$ cat config.mk
export PLATFORM = sky130hd
export DESIGN_NAME = modbus_ac_request_framer
export DESIGN_NICKNAME = d
export VERILOG_FILES = /design/src/sv/mbrf_pkg.sv /design/src/sv/modbus_ac_request_framer.sv /design/src/sv/mbrf_front.sv /design/src/sv/mbrf_queue.sv /design/src/sv/mbrf_back.sv
export SDC_FILE = /design/constraint.sdc
export NUM_CORES = 1
export LEC_CHECK = 0
export CAP_MARGIN = 20
export CELL_PAD_IN_SITES_DETAIL_PLACEMENT = 0
export CELL_PAD_IN_SITES_GLOBAL_PLACEMENT = 2
export CORE_ASPECT_RATIO = 0.7
export CORE_MARGIN = 2
export CORE_UTILIZATION = 40
export DETAILED_ROUTE_END_ITERATION = 10
export DONT_BUFFER_PORTS = 1
export GPL_ROUTABILITY_DRIVEN = 0
export PLACE_DENSITY_LB_ADDON = 0.1
export SKIP_CTS_REPAIR_TIMING = 1
export SLEW_MARGIN = 20
export SYNTH_ARGS = -nofsm -noshare
export SYNTH_HDL_FRONTEND = slang
export SYNTH_SLANG_ARGS = --single-unit
$ cat constraint.sdc
create_clock -name clock -period 4 [get_ports clock]
set_input_delay 0 -clock clock [delete_from_list [all_inputs] [get_ports clock]]
set_output_delay 0 -clock clock [all_outputs]
set_load 0.01 [all_outputs]
$ cat src/sv/mbrf_pkg.sv
// ----------------------------------------------------------------------------
// mbrf_pkg
// Shared types, constants and functions for the Modbus RTU request framer.
// ----------------------------------------------------------------------------
`default_nettype none

package mbrf_pkg;

   localparam int CMD_W    = 2;
   localparam int BYTE_W   = 8;
   localparam int OFS_W    = 4;
   localparam int TEMP_W   = 16;
   localparam int CRC_W    = 16;
   localparam int IDX_W    = 4;
   localparam int REQ_DATA_W = 32;

   typedef enum logic [CMD_W-1:0] {
      CMD_WR_SETPOINT = 2'd0,
      CMD_WR_MODE     = 2'd1,
      CMD_RD_STATUS   = 2'd2,
      CMD_RD_CORRECT  = 2'd3
   } cmd_type;

   localparam logic [BYTE_W-1:0] FN_READ_HOLD    = 8'h03;
   localparam logic [BYTE_W-1:0] FN_WRITE_SINGLE = 8'h06;
   localparam logic [BYTE_W-1:0] FN_WRITE_MULTI  = 8'h10;

   localparam logic [BYTE_W-1:0] REG_MODE        = 8'h02;
   localparam logic [BYTE_W-1:0] REG_CORRECTION  = 8'h14;
   localparam logic [BYTE_W-1:0] REG_SETPOINT    = 8'h05;
   localparam logic [BYTE_W-1:0] STATUS_COUNT    = 8'h06;
   localparam logic [BYTE_W-1:0] CORRECT_COUNT   = 8'h01;
   localparam logic [BYTE_W-1:0] MULTI_REG_COUNT = 8'h03;
   localparam logic [BYTE_W-1:0] MULTI_BYTE_CNT  = 8'h06;

   localparam logic [IDX_W-1:0]  LONG_BODY_LEN   = 4'd13;
   localparam logic [IDX_W-1:0]  SHORT_BODY_LEN  = 4'd6;

   localparam logic [CRC_W-1:0]  CRC_INIT        = 16'hFFFF;
   localparam logic [CRC_W-1:0]  CRC_POLY        = 16'hA001;

   localparam logic [OFS_W:0]    TEMP_BASE       = 5'd16;
   localparam logic [6:0]        TEMP_SCALE      = 7'd100;

   typedef struct packed {
      cmd_type               cmd;
      logic [BYTE_W-1:0]     addr;
      logic [BYTE_W-1:0]     mode_byte;
      logic [TEMP_W-1:0]     temp;
      logic [BYTE_W-1:0]     fan;
   } desc_type;

   function automatic logic [BYTE_W-1:0] map_mode(input logic [BYTE_W-1:0] code);
      logic [BYTE_W-1:0] res;
      res = 8'h00;
      if (code[0]) begin
         unique case (code)
            8'd1:    res = 8'h05;
            8'd17:   res = 8'h02;
            8'd33:   res = 8'h04;
            8'd49:   res = 8'h01;
            8'd65:   res = 8'h03;
            default: res = 8'h00;
         endcase
      end
      return res;
   endfunction

   function automatic logic [CRC_W-1:0] crc_byte(input logic [CRC_W-1:0] crc,
                                                 input logic [BYTE_W-1:0] data);
      logic [CRC_W-1:0] r;
      r = crc ^ {8'h00, data};
      for (int b = 0; b < BYTE_W; b++) begin
         if (r[0]) begin
            r = (r >> 1) ^ CRC_POLY;
         end else begin
            r = r >> 1;
         end
      end
      return r;
   endfunction

   function automatic logic [IDX_W-1:0] body_len(input cmd_type cmd);
      return (cmd == CMD_WR_SETPOINT) ? LONG_BODY_LEN : SHORT_BODY_LEN;
   endfunction

   function automatic logic [BYTE_W-1:0] body_byte(input desc_type d,
                                                   input logic [IDX_W-1:0] idx);
      logic [BYTE_W-1:0] res;
      res = 8'h00;
      if (d.cmd == CMD_WR_SETPOINT) begin
         unique case (idx)
            4'd0:    res = d.addr;
            4'd1:    res = FN_WRITE_MULTI;
            4'd3:    res = REG_SETPOINT;
            4'd5:    res = MULTI_REG_COUNT;
            4'd6:    res = MULTI_BYTE_CNT;
            4'd7:    res = d.temp[15:8];
            4'd8:    res = d.temp[7:0];
            4'd12:   res = d.fan;
            default: res = 8'h00;
         endcase
      end else begin
         unique case (idx)
            4'd0:    res = d.addr;
            4'd1:    res = (d.cmd == CMD_WR_MODE) ? FN_WRITE_SINGLE : FN_READ_HOLD;
            4'd3:    res = (d.cmd == CMD_RD_CORRECT) ? REG_CORRECTION : REG_MODE;
            4'd5:    res = d.mode_byte;
            default: res = 8'h00;
         endcase
      end
      return res;
   endfunction

endpackage

`default_nettype wire

$ cat src/sv/modbus_ac_request_framer.sv
// ----------------------------------------------------------------------------
// modbus_ac_request_framer
// Builds Modbus RTU request frames with CRC-16/Modbus for an AC gateway.
// ----------------------------------------------------------------------------
// Usage
//   Request channel (req_*): one request per handshake; req_tuser holds the
//   command, req_tdata the address, mode code, setpoint offset and fan speed.
//   Result channel (rsp_*): one frame byte per handshake in transmit order,
//   rsp_tlast set on the CRC high byte that closes the frame.
//   On an idle block an accepted request is written into the queue, then
//   loaded into the serialiser, which registers its first byte for output.
//   Throughput: one byte per cycle from the serialiser when the receiver is
//   ready; a setpoint frame is 15 bytes, the others 8, with no gap between.
//   A queue of QUEUE_DEPTH decoded requests lets new requests be accepted
//   while a frame is still being sent; req_tready drops only when it is full.
//   Reset empties the queue and the output register; nothing else is kept.
//   When the receiver stalls the current byte is held in the output register
//   and the serialiser waits; the queue keeps taking requests until full.
// ----------------------------------------------------------------------------
`default_nettype none

module modbus_ac_request_framer #(
   parameter int QUEUE_DEPTH = 2
) (
   input  wire logic                                clock,
   input  wire logic                                reset,
   input  wire logic                                req_tvalid,
   output logic                                     req_tready,
   // [7:0] slave_address, [15:8] mode_request, [19:16] setpoint_offset,
   // [27:20] fan_speed, [31:28] zero
   input  wire logic [mbrf_pkg::REQ_DATA_W-1:0]     req_tdata,
   // [1:0] command
   input  wire logic [mbrf_pkg::CMD_W-1:0]          req_tuser,
   output logic                                     rsp_tvalid,
   input  wire logic                                rsp_tready,
   // [7:0] frame_byte
   output logic [mbrf_pkg::BYTE_W-1:0]              rsp_tdata,
   output logic                                     rsp_tlast
);
   import mbrf_pkg::*;

   desc_type front_desc;
   desc_type q_head;
   logic     q_not_full, q_not_empty, q_pop;

   mbrf_front u_front (
      .req_valid (req_tvalid),
      .req_cmd   (req_tuser),
      .req_data  (req_tdata),
      .desc      (front_desc)
   );

   mbrf_queue #(
      .DEPTH (QUEUE_DEPTH)
   ) u_queue (
      .clock     (clock),
      .reset     (reset),
      .push      (req_tvalid),
      .push_data (front_desc),
      .not_full  (q_not_full),
      .not_empty (q_not_empty),
      .pop       (q_pop),
      .head      (q_head)
   );

   mbrf_back u_back (
      .clock      (clock),
      .reset      (reset),
      .q_valid    (q_not_empty),
      .q_head     (q_head),
      .q_pop      (q_pop),
      .rsp_tvalid (rsp_tvalid),
      .rsp_tready (rsp_tready),
      .rsp_tdata  (rsp_tdata),
      .rsp_tlast  (rsp_tlast)
   );

   assign req_tready = q_not_full;

endmodule

`default_nettype wire

$ cat src/sv/mbrf_front.sv
// ----------------------------------------------------------------------------
// mbrf_front
// Request intake: decodes the command, maps the mode and scales the setpoint.
// ----------------------------------------------------------------------------
`default_nettype none

module mbrf_front (
   input  wire logic                             req_valid,
   input  wire logic [mbrf_pkg::CMD_W-1:0]       req_cmd,
   input  wire logic [mbrf_pkg::REQ_DATA_W-1:0]  req_data,
   output mbrf_pkg::desc_type                    desc
);
   import mbrf_pkg::*;

   logic [OFS_W:0]  ofs_ext;
   logic [TEMP_W-1:0] temp;
   cmd_type         cmd;
   logic [BYTE_W-1:0] mode_val;

   assign cmd     = cmd_type'(req_cmd);
   assign ofs_ext = {1'b0, req_data[19:16]} + TEMP_BASE;
   assign temp    = TEMP_W'(ofs_ext) * TEMP_W'(TEMP_SCALE);

   // read frames carry a fixed register count in byte five
   always_comb begin
      unique case (cmd)
         CMD_WR_MODE:    mode_val = map_mode(req_data[15:8]);
         CMD_RD_STATUS:  mode_val = STATUS_COUNT;
         CMD_RD_CORRECT: mode_val = CORRECT_COUNT;
         default:        mode_val = 8'h00;
      endcase
   end

   always_comb begin
      desc           = '0;
      desc.cmd       = cmd;
      desc.addr      = req_data[7:0];
      desc.mode_byte = req_valid ? mode_val : 8'h00;
      desc.temp      = temp;
      desc.fan       = req_data[27:20];
   end

endmodule

`default_nettype wire

$ cat src/sv/mbrf_queue.sv
// ----------------------------------------------------------------------------
// mbrf_queue
// Small register queue of decoded requests between intake and serialiser.
// ----------------------------------------------------------------------------
`default_nettype none

module mbrf_queue #(
   parameter int DEPTH = 2
) (
   input  wire logic          clock,
   input  wire logic          reset,
   input  wire logic          push,
   input  wire mbrf_pkg::desc_type push_data,
   output logic               not_full,
   output logic               not_empty,
   input  wire logic          pop,
   output mbrf_pkg::desc_type head
);
   import mbrf_pkg::*;

   localparam int PTR_W = (DEPTH > 1) ? $clog2(DEPTH) : 1;
   localparam int CNT_W = $clog2(DEPTH + 1);

   desc_type          entry_ff [DEPTH];
   logic [PTR_W-1:0]  wr_ptr_ff, wr_ptr_in;
   logic [PTR_W-1:0]  rd_ptr_ff, rd_ptr_in;
   logic [CNT_W-1:0]  count_ff,  count_in;
   logic              do_push, do_pop;

   assign not_full  = (count_ff != CNT_W'(DEPTH));
   assign not_empty = (count_ff != '0);
   assign do_push   = push && not_full;
   assign do_pop    = pop && not_empty;
   assign head      = entry_ff[rd_ptr_ff];

   always_comb begin
      wr_ptr_in = wr_ptr_ff;
      rd_ptr_in = rd_ptr_ff;
      count_in  = count_ff;
      if (do_push) begin
         wr_ptr_in = (wr_ptr_ff == PTR_W'(DEPTH - 1)) ? '0 : wr_ptr_ff + 1'b1;
      end
      if (do_pop) begin
         rd_ptr_in = (rd_ptr_ff == PTR_W'(DEPTH - 1)) ? '0 : rd_ptr_ff + 1'b1;
      end
      if (do_push && !do_pop) begin
         count_in = count_ff + 1'b1;
      end else if (do_pop && !do_push) begin
         count_in = count_ff - 1'b1;
      end
   end

   always_ff @(posedge clock) begin
      if (reset) begin
         wr_ptr_ff <= '0;
         rd_ptr_ff <= '0;
         count_ff  <= '0;
      end else begin
         wr_ptr_ff <= wr_ptr_in;
         rd_ptr_ff <= rd_ptr_in;
         count_ff  <= count_in;
      end
   end

   always_ff @(posedge clock) begin
      if (do_push) begin
         entry_ff[wr_ptr_ff] <= push_data;
      end
   end

endmodule

`default_nettype wire

$ cat src/sv/mbrf_back.sv
// ----------------------------------------------------------------------------
// mbrf_back
// Frame serialiser: emits body bytes one per cycle unless the output stalls,
// folds them into CRC-16/Modbus, appends the CRC low byte then high byte.
// ----------------------------------------------------------------------------
`default_nettype none

module mbrf_back (
   input  wire logic                        clock,
   input  wire logic                        reset,
   input  wire logic                        q_valid,
   input  wire mbrf_pkg::desc_type          q_head,
   output logic                             q_pop,
   output logic                             rsp_tvalid,
   input  wire logic                        rsp_tready,
   output logic [mbrf_pkg::BYTE_W-1:0]      rsp_tdata,
   output logic                             rsp_tlast
);
   import mbrf_pkg::*;

   desc_type          desc_ff,   desc_in;
   logic              active_ff, active_in;
   logic [IDX_W-1:0]  idx_ff,    idx_in;
   logic [CRC_W-1:0]  crc_ff,    crc_in;
   logic              out_valid_ff, out_valid_in;
   logic [BYTE_W-1:0] out_data_ff,  out_data_in;
   logic              out_last_ff,  out_last_in;

   logic              adv, emit, is_last;
   logic [IDX_W-1:0]  blen;
   logic [BYTE_W-1:0] cur_byte;

   assign adv      = !out_valid_ff || rsp_tready;
   assign emit     = active_ff && adv;
   assign blen     = body_len(desc_ff.cmd);
   assign is_last  = (idx_ff == blen + 1'b1);
   assign q_pop    = q_valid && (!active_ff || (emit && is_last));

   always_comb begin
      if (idx_ff < blen) begin
         cur_byte = body_byte(desc_ff, idx_ff);
      end else if (idx_ff == blen) begin
         cur_byte = crc_ff[7:0];
      end else begin
         cur_byte = crc_ff[15:8];
      end
   end

   always_comb begin
      desc_in      = desc_ff;
      active_in    = active_ff;
      idx_in       = idx_ff;
      crc_in       = crc_ff;
      out_valid_in = out_valid_ff && !rsp_tready;
      out_data_in  = out_data_ff;
      out_last_in  = out_last_ff;
      if (emit) begin
         out_valid_in = 1'b1;
         out_data_in  = cur_byte;
         out_last_in  = is_last;
         idx_in       = idx_ff + 1'b1;
         if (idx_ff < blen) begin
            crc_in = crc_byte(crc_ff, cur_byte);
         end
         if (is_last) begin
            active_in = 1'b0;
         end
      end
      if (q_pop) begin
         desc_in   = q_head;
         active_in = 1'b1;
         idx_in    = '0;
         crc_in    = CRC_INIT;
      end
   end

   always_ff @(posedge clock) begin
      if (reset) begin
         active_ff    <= 1'b0;
         out_valid_ff <= 1'b0;
      end else begin
         active_ff    <= active_in;
         out_valid_ff <= out_valid_in;
      end
      desc_ff     <= desc_in;
      idx_ff      <= idx_in;
      crc_ff      <= crc_in;
      out_data_ff <= out_data_in;
      out_last_ff <= out_last_in;
   end

   assign rsp_tvalid = out_valid_ff;
   assign rsp_tdata  = out_data_ff;
   assign rsp_tlast  = out_last_ff;

   a_idx_bound: assert property (@(posedge clock) disable iff (reset)
      active_ff |-> (idx_ff <= blen + 1'b1))
      else $error("byte index past end of frame");

   a_pop_init: assert property (@(posedge clock) disable iff (reset)
      q_pop |=> (active_ff && idx_ff == '0 && crc_ff == CRC_INIT))
      else $error("new frame not initialised");

   a_last_done: assert property (@(posedge clock) disable iff (reset)
      (emit && is_last && !q_pop) |=> !active_ff)
      else $error("serialiser still busy after last byte");

   a_pop_only_free: assert property (@(posedge clock) disable iff (reset)
      (active_ff && !(emit && is_last)) |-> !q_pop)
      else $error("queue popped mid-frame");

endmodule

`default_nettype wire

==> metrics list <==
- Fillcell total: 1313
- Dominant combinational cell family by area after synthesis: compound AO/OA/AOI/OAI gates
- Cell row count: 37
- Status: completed
- Total nets after synthesis: 527
- The die covers 0.0159 sq mm.
- Worst slew slack as a fraction of its limit: 44.1%
- After routing, the total negative slack on setup checks comes to 0 ps.
- Post-DP HPWL: 8630 um
- Register bit count reported by yosys: 128
- Later-pin clock latency in the skew report: 420 ps
- Entering global routing, the biggest net connects 37 pins.
- Post-Synth Adder-Cell Area: 4.74%
- The floorplan step set the die height to 106 um.
- After layout, the worst path uses 92.1% of the clock period.
- Vias in the first global route: 3525
- Crit path DAT: 3960 ps
- The worst setup path is captured at a register.
- Max-cap violations in this run came to 0.
- Total Wirelength: 12600 um
* Via count: 3720
- The smallest clock period supported by the final layout is computed as 3690 ps.
- The global routing stage identified its most utilized layer as met1.
- Count of final setup violators: 0
* DRC violation count after routing: 0
* Warning count from the yosys run: 0
* Clock tree from TritonCTS: built
* Critical path peak fanout: 11
- The share of the Yosys chip area taken by registers is 60.1%.
- DR WL/cell: 17.6 um
- For the worst setup path, the data required time is 4270 ps.
* Clock root cell: clkbuf_16
- Type of the tightest min-delay check: primary input to register
* DRC marker count from the first detailed-route iteration: 289
- Global routing used 16.9% of the available tracks across all layers.
- The worst setup path is launched from a register.
* Hold Violations, Final: 0
- Async S/R FF share, synth: 0%
* Layout Nets: 567
- Floorplan Core Area: 0.0146 sq mm
- Max-slew violations: 0
- Setup repair after global routing left no endpoint under its margin.
- Global routing used 22.5% of the available met2 tracks.
- The number of clock buffers added by TritonCTS is 17.
- Power per standard cell area: 872 mW/mm^2
- Distinct cells, synth: 64
- Global routing consumed, on the met3 layer, 4.59% of the routing resources.
- After global routing the overflow that remains totals 0.
- For met1 alone, demand over resource in global routing was 26.4%.
- The post-route netlist has 18.1% of its cells at a drive strength greater than 1.
- Number of enable-type register cells in the synthesized netlist: 102
- Of the post-synthesis cell area, the part taken by muxes is 7.28%.
- H-tree depth: 4
- The placed instances occupy a cell area of 0.00624 sq mm.
- In the synthesized netlist the dominant register cell turns out to be edfxtp_1.
- Derived from the worst setup path, the maximum achievable clock frequency is 271 MHz.
* Transition time of the tightest slew-check pin: 837 ps
- The clock passes through at most 2 buffers.
- For this configuration, the core starts out at a cell density of 40.7%.
- Compared with the post-synthesis result, the final layout area differs by 19.0%.
- Number of search-and-repair iterations in the first detailed-routing pass: 4
- Post-layout utilization of the core: 48.5%
- LEAKAGE: 2.61 nW
* Vias/cell: 5.21
- Max IR drop VDD: 0.434 mV
- PortBufs: 0
- From left edge to right edge, the die measures 150 um.
- The synthesized netlist devotes 9.30% of its cell area to simple gates.
- Compound-Gate Fraction of Synth Area: 10.8%
- Max Clock Skew: 14.8 ps
- The first global-routing pass estimated 20000 um of wire.
- Mean instance size in the synthesized netlist: 12.8 sq um
- Sink count of the clock tree: 128
- During I/O placement, the number of pins put on the boundary was 49.
- Post-route ant nets: 0
* Area of all placed cells without fillers: 0.00710 sq mm
- Instance count of the mapped netlist: 467
- The synthesized netlist occupies a cell area of 0.00596 sq mm.
- The number of antenna diodes in the final layout is 0.
- Fraction of synthesized cell area in xor and xnor cells: 5.06%
* Initial antenna violation count: 0
- Type of the worst setup path: register to register
- Clk slew on worst S/H paths: 60 ps
==> flip-flops by register name, indices dropped and copies added, names as in the netlist <==
signal and count:
u_back.rsp_tlast 1, u_queue.entry_ff 62, u_queue.count_ff 2, u_back.crc_ff 16, u_back.desc_ff 31, u_back.idx_ff 4, u_back.rsp_tvalid 1, u_back.active_ff 1
u_queue.wr_ptr_ff 1, u_queue.rd_ptr_ff 1, u_back.rsp_tdata 8
==> worst max-delay path: stages (launching register included) <==
cell and delay, ps:
edfxtp_1 460, or2_1 370, inv_4 170, ha_1 290
and4_1 230, nor2_1 540, a221oi_1 160, a21oi_1 460
xnor2_1 220, xnor2_1 280, xnor2_2 160, xnor2_1 140
o21ai_1 70
==> cell usage in the layout, fill, tap and decap left out, types with 3 or more instances in the layout <==
| cell type | instances |
|---|---|
| a211oi_1 | 4 |
| a21oi_1 | 21 |
| a221oi_1 | 3 |
| a22oi_1 | 4 |
| a31oi_1 | 7 |
| a32o_1 | 3 |
| a32oi_1 | 3 |
| and3_1 | 3 |
| buf_4 | 14 |
| clkbuf_16 | 17 |
| dfxtp_1 | 26 |
| dlygate4sd3_1 | 28 |
| edfxtp_1 | 102 |
| ha_1 | 21 |
| inv_1 | 15 |
| inv_6 | 7 |
| mux2_2 | 35 |
| mux2i_1 | 4 |
| nand2_1 | 44 |
| nand2b_1 | 6 |
| nand3_1 | 6 |
| nor2_1 | 29 |
| nor2b_1 | 4 |
| nor3_1 | 5 |
| o211ai_1 | 11 |
| o21a_1 | 3 |
| o21ai_0 | 8 |
| o21ai_1 | 3 |
| o21bai_1 | 3 |
| xnor2_1 | 15 |
| xor2_1 | 13 |
==> synth_stat cells, types with 5 or more instances <==
master    number  area share (%)
edfxtp_1     102              51
nand2_1       44             2.8
mux2_2        35             6.6
nor2_1        30             1.9
dfxtp_1       26             8.7
a21oi_1       21             1.8
ha_1          21             4.4
inv_1         15            0.94
xnor2_1       15             2.2
clkbuf_1      13            0.82
xor2_1        13             1.9
o211ai_1      11             1.4
o21ai_0        8            0.67
a31oi_1        7            0.73
nand2b_1       6            0.63
nand3_1        6            0.50
buf_2          5            0.42
nor3_1         5            0.42
==> cell families after synthesis <==
logic type | after synthesis
and+or+nand+nor | 117
xor gates and xnor gates | 31
buffers and inverters | 39
muxes | 39
DFF | 128
adders and majority gates | 22
AOI/OAI and AO/OA | 91
==> final cells by class <==
type	count	area, sq um	area share [%]
inverters	17	66.3	0.935
flip-flops and latches	128	3580	50.5
well taps	195	244	3.44
clock inverters	14	154	2.17
clock buffers	17	425	6.00
repair buffers	43	405	5.71
multi-input cells	300	2220	31.2
==> worst paths after layout <==
path                      startpoint                      end  slack (ps)  cells after the start
hold / removal         req_tdata[15]  u_queue.entry_ff[1][18]          20                      3
setup / recovery  u_back.desc_ff[40]         u_back.crc_ff[0]         310                     12
setup reg to reg  u_back.desc_ff[40]         u_back.crc_ff[0]         310                     12
hold reg to reg     u_back.crc_ff[4]         u_back.crc_ff[4]         500                      2
==> metal layers <==
metal	routed length, um	up-vias
met5	0	-
met4	118	0
met3	615	11
met2	5060	89
met1	6800	1795
li1	-	1825
==> per-stage QoR <==
stage	total power (W)	hold WS (ps)	worst slack (ps)	instances
2_1_floorplan	0.00405	69.1	698	467
3_3_place_gp	0.00464	71.5	357	655
3_5_place_dp	0.00467	71.4	320	655
4_1_cts	0.00622	-376	315	686
5_1_grt	0.00659	53.8	52.5	714
6_report	0.00619	23.1	314	714
==> power breakdown <==
part / leakage [nW] / internal, W / switching, W
sequential: 1.17 / 0.00194 / 0.000235
clock: 0.279 / 0.000924 / 0.000594
combinational: 1.15 / 0.00114 / 0.00136
total: 2.61 / 0.00400 / 0.00219
Power figures use the tool's default switching activity.
